### src/design/plg_pkg.sv
// Shared types, widths and codes of the lookahead goal selector.
package plg_pkg;

  localparam int PLG_MAX_POINTS = 256;
  localparam int COORD_W = 24;
  localparam int LOOK_W = 16;
  localparam int STEP_W = 10;
  localparam int IDX_W = 8;
  localparam int DIFF_W = 26;
  localparam int PROD_W = 2 * DIFF_W;
  localparam int SQ_W = 50;
  localparam int ROOT_W = 25;
  localparam int REM_W = 28;
  localparam int CNT_W = 6;

  typedef enum logic [1:0] {
    CMD_CLEAR  = 2'd0,
    CMD_APPEND = 2'd1,
    CMD_QUERY  = 2'd2,
    CMD_NONE   = 2'd3
  } cmd_t;

  typedef enum logic {
    DS_SQRT = 1'b0,
    DS_DIV  = 1'b1
  } ds_op_t;

  typedef struct packed {
    logic              start;
    ds_op_t            op;
    logic [SQ_W-1:0]   num;
    logic [ROOT_W-1:0] den;
  } ds_req_t;

  typedef struct packed {
    logic              busy;
    logic              done;
    logic [ROOT_W-1:0] result;
  } ds_rsp_t;

endpackage

### src/design/plg_divsqrt.sv
// Iterative unit: integer square root two bits a cycle, or restoring division one bit a cycle.
module plg_divsqrt (
  input  logic             clk,
  input  logic             rst_n,
  input  plg_pkg::ds_req_t req,
  output plg_pkg::ds_rsp_t rsp
);
  import plg_pkg::*;

  logic              busy_r, done_r;
  ds_op_t            op_r;
  logic [CNT_W-1:0]  cnt_r;
  logic [SQ_W-1:0]   rad_r;
  logic [REM_W-1:0]  rem_r;
  logic [ROOT_W-1:0] res_r;
  logic [ROOT_W-1:0] den_r;

  logic [REM_W-1:0]  sq_sh, sq_trial, dv_sh;
  logic              sq_ge, dv_ge;

  assign sq_sh    = {rem_r[REM_W-3:0], rad_r[SQ_W-1 -: 2]};
  assign sq_trial = {1'b0, res_r, 2'b01};
  assign sq_ge    = sq_sh >= sq_trial;
  assign dv_sh    = {rem_r[REM_W-2:0], rad_r[SQ_W-1]};
  assign dv_ge    = dv_sh >= REM_W'(den_r);

  always_ff @(posedge clk) begin
    if (!rst_n) begin
      busy_r <= 1'b0;
      done_r <= 1'b0;
      cnt_r  <= '0;
    end else begin
      done_r <= 1'b0;
      if (req.start) begin
        busy_r <= 1'b1;
        op_r   <= req.op;
        rad_r  <= req.num;
        den_r  <= req.den;
        rem_r  <= '0;
        res_r  <= '0;
        cnt_r  <= (req.op == DS_DIV) ? CNT_W'(SQ_W) : CNT_W'(SQ_W / 2);
      end else if (busy_r) begin
        if (op_r == DS_DIV) begin
          rem_r <= dv_ge ? dv_sh - REM_W'(den_r) : dv_sh;
          rad_r <= {rad_r[SQ_W-2:0], dv_ge};
        end else begin
          rem_r <= sq_ge ? sq_sh - sq_trial : sq_sh;
          res_r <= {res_r[ROOT_W-2:0], sq_ge};
          rad_r <= {rad_r[SQ_W-3:0], 2'b00};
        end
        cnt_r <= cnt_r - 1'b1;
        if (cnt_r == CNT_W'(1)) begin
          busy_r <= 1'b0;
          done_r <= 1'b1;
        end
      end
    end
  end

  assign rsp.busy   = busy_r;
  assign rsp.done   = done_r;
  assign rsp.result = (op_r == DS_DIV) ? rad_r[ROOT_W-1:0] : res_r;

endmodule

### config.mk
export PLATFORM = sky130hd
export DESIGN_NAME = plg_divsqrt
export DESIGN_NICKNAME = d
export VERILOG_FILES = /design/src/design/plg_pkg.sv /design/src/design/plg_divsqrt.sv
export SDC_FILE = /design/constraint.sdc
export NUM_CORES = 1
export LEC_CHECK = 0
export BUFFER_PORTS_ARGS = -buffer_cell sky130_fd_sc_hd__buf_2
export CELL_PAD_IN_SITES_DETAIL_PLACEMENT = 1
export CELL_PAD_IN_SITES_GLOBAL_PLACEMENT = 1
export CORE_ASPECT_RATIO = 0.5
export CORE_MARGIN = 5
export CORE_UTILIZATION = 43
export CTS_CLUSTER_SIZE = 8
export DETAILED_ROUTE_END_ITERATION = 7
export MAX_ROUTING_LAYER = met4
export PLACE_DENSITY_LB_ADDON = 0.1
export SYNTH_ARGS = -nofsm -noshare
export SYNTH_HDL_FRONTEND = slang
export SYNTH_SLANG_ARGS = --single-unit
### constraint.sdc
create_clock -name clk -period 3.3 [get_ports clk]
set_input_delay 0.165 -clock clk [delete_from_list [all_inputs] [get_ports clk]]
set_output_delay 0.165 -clock clk [all_outputs]
set_load 0.02 [all_outputs]
==> results.py <==
metrics = {
    "clock_network": {
        "cts_num_sinks": 136,
        "clockBufferDepth": 2,
        "path_clk_slew_ns": 0.07,
        "cts_tree": "yes",
        "cts_inserted_buffers": 17,
        "cts-root-buf": "clkbuf_16",
        "cts_max_level": 4,
        "clk_latency_ns": 0.46,
    },
    "floorplan": {
        "dieArea_um2": 25100,
        "ios": 106,
        "core-area_um2": 21600,
        "num_rows": 38,
        "die_h_um": 114,
        "fp.dieW_um": 219,
        "start_util_pct": 43.5,
    },
    "synthesis": {
        "synth_mux_area_share_pct": 3.52,
        "yosys_warnings": 0,
        "ys_seq_area_share_pct": 42.6,
        "synth_area_leaders": "edfxtp_1, ha_1, o21ai_0",
        "netlist_area_um2": 9390,
        "synth_cells": 1010,
        "async_flop_share_pct": 0,
        "synth_xor_area_share_pct": 4.29,
        "yosysUniqueCellTypes": 73,
        "synth_fa_ha_area_share_pct": 7.41,
        "synth_compound_area_share_pct": 23.0,
        "synth_edf_count": 128,
        "yosys-top-cells-count": "edfxtp_1, nand2_1, o21ai_0",
        "synth_top_family_by_area": "compound AO/OA/AOI/OAI gates",
        "yosys.area.top_type_share_pct": 40.9,
        "synth_most_common_cell": "edfxtp_1",
        "synthesis.nets": 1144,
        "syn_avg_cell_area_um2": 9.29,
        "synthSimpleGateAreaFrac_pct": 13.5,
        "ys_ff_latch": 136,
        "synth_top_flop_cell": "edfxtp_1",
        "yosys.area.top_type": "edfxtp_1",
    },
    "place": {
        "gp_congestion": 0.862,
        "place_area_um2": 10300,
        "dpl_worst_slack_ns": 0.125,
        "dp.final_hpwl_mm": 20.7,
        "port-buffer-count": 105,
    },
    "routing": {
        "via_count": 8245,
        "drc": 0,
        "ant_nets": 0,
        "first_pass_iters": 4,
        "routedWlPerCell_um": 19.4,
        "wirelength_mm": 29.0,
        "dr.first_iter.drc_count": 605,
        "via_per_inst": 5.52,
    },
    "critical_path": {
        "cp_num_buf_inv": 2,
        "worstReg2RegEnd": "rem_r[23]",
        "crit_path_end_kind": "register",
        "critPathArrivalTime_ns": 3.35,
        "cp_cell_sequence": "inv_1 > ha_1 > a211o_1 > a21oi_2 > a21oi_1 > o31ai_1 > buf_4 > o21ai_0 > a211oi_1 > a31o_2 > a21oi_1 > and3_1",
        "r2r_cells": 12,
        "rr_startpoint": "res_r[3]",
        "crit_family": "compound AO/OA/AOI/OAI gates",
        "path_class": "reg2reg",
        "worstPathMaxFanout": 7,
        "cp.required_ns": 3.52,
        "r2r_slack_ns": 0.16,
        "cpMostUsedCell": "a21oi_1",
        "crit_path_max_incr_delay_ns": 0.36,
        "critPathSlowestCell": "edfxtp_1",
        "crit_path_start_kind": "register",
    },
    "power": {
        "leakage_nw": 4.85,
        "ir_worst_vdd_mv": 0.327,
        "total_power_mw": 5.85,
        "p_per_area_nw_per_um2": 507,
    },
    "timing": {
        "skew_ns": 0.0133,
        "slew_violations": 0,
        "max_slew_margin_pct": 55.5,
        "rsz0062_at_grt": "false",
        "worstMarginPinSlew_ns": 0.667,
        "tns_ns": 0,
        "finalHoldViolCount": 0,
        "setup_ws_ns": 0.161,
        "fin_crit_ns": 3.14,
        "setup_viol": 0,
        "post-route-period-util_pct": 95.1,
        "fmax_mhz": 319,
    },
    "final_layout": {
        "fin_nets": 1314,
        "insertedDiodeCount": 0,
        "final_cell_area_um2": 11500,
        "area_delta_synth_final_pct": 23.0,
        "drive_gt1_share_pct": 16.3,
    },
    "grt": {
        "grtUsageTotal_pct": 24.5,
        "grt_pass1_vias": 8561,
        "grt-ovfl-total": 0,
        "antenna_found_initial": 0,
        "grt_first_pass_wirelength_mm": 46.3,
        "grt_max_degree": 70,
    },
    "worst_hold_path": {
        "hold_path_depth": 3,
        "hold_path_startpoint": "req[51]",
        "whs_endpoint": "rad_r[26]",
        "min_path_type": "in2reg",
    },
    "run": {
        "cap_violations": 0,
    },
    "outcome": {
        "status": "finished, final reports clean",
    },
}
power by group:
group	total (mW)	switching (mW)	internal, mW
logic	1.90	1.11	0.787
registers	2.16	0.0982	2.06
clock network	1.79	0.790	0.997
cells in the final DEF, fill, tap and decap left out, types with 22 or more instances in the layout:
cell type and instances:
edfxtp_1 128, nand2_1 117, buf_2 104, o21ai_0 100, nor2_1 81, inv_1 71
a21oi_1 67, dlygate4sd3_1 62, ha_1 53, buf_4 37, a211oi_1 36, mux2i_1 33
xnor2_1 26, a21boi_0 25, a21o_1 22
metal layers:
metal / wire (µm) / share of wire, % / GRT usage (%)
met5: 0 / 0 / -
met1: 14700 / 51 / 33.8
met4: 342 / 1.2 / 5.77
met3: 1280 / 4.4 / 5.39
met2: 12700 / 44 / 37.1
metrics by stage:
step,util [%],hold WS (ns),cells
detailed placement,47.9,0.344,1392
floorplan,-,0.264,1010
global placement,47.9,0.341,1392
CTS,53.2,0.00128,1486
global route,53.5,0.0211,1493
finish,53.5,0.0208,1493
registers in the layout, summed over array words and instances, names as in the netlist:
signal,flops
den_r,25
rad_r,50
op_r,1
done_r,1
rem_r,27
res_r,25
cnt_r,6
busy_r,1
tightest hold or removal path: stages:
cell and delay [ns]:
buf_2 0.07, nand2_1 0.05, o21ai_0 0.07
kinds of logic (layout without fill, tap and decap cells):
group,after synthesis,after routing
XOR/XNOR,46,46
AO/OA/AOI/OAI,331,332
multiplexers,33,33
adder cells (fa/ha/maj),55,55
AND/OR/NAND/NOR,280,280
buffers and inverters,129,311
flip-flops,136,136
final cells by class:
cell class / instances / area [µm²]
Multi-Input combinational cell: 746 / 4880
Clock buffer: 25 / 475
Clock inverter: 7 / 46.3
Sequential cell: 136 / 4000
Inverter: 72 / 270
Fill cell: 2483 / 10000
Timing Repair Buffer: 207 / 1500
Tap cell: 300 / 375
worst max path at each step:
stage / start / end / cells past startpoint
final: res_r[3] / rem_r[23] / 12
after global placement: rad_r[49] / rem_r[19] / 11
after detailed placement: rem_r[4] / rem_r[22] / 10
after floorplan: rad_r[49] / rem_r[26] / 12
after global routing: rem_r[0] / rem_r[9] / 11
after CTS: rad_r[49] / rem_r[19] / 11
what timing repair did:
item / 4_1_cts / 5_1_grt
hold endpoints to repair: 62 / 0
resized for setup: 0 / 4
hold buffers: 62 / 0
setup endpoints to repair: 0 / 17
setup buffers: 0 / 6
Power figures use the tool's default switching activity.
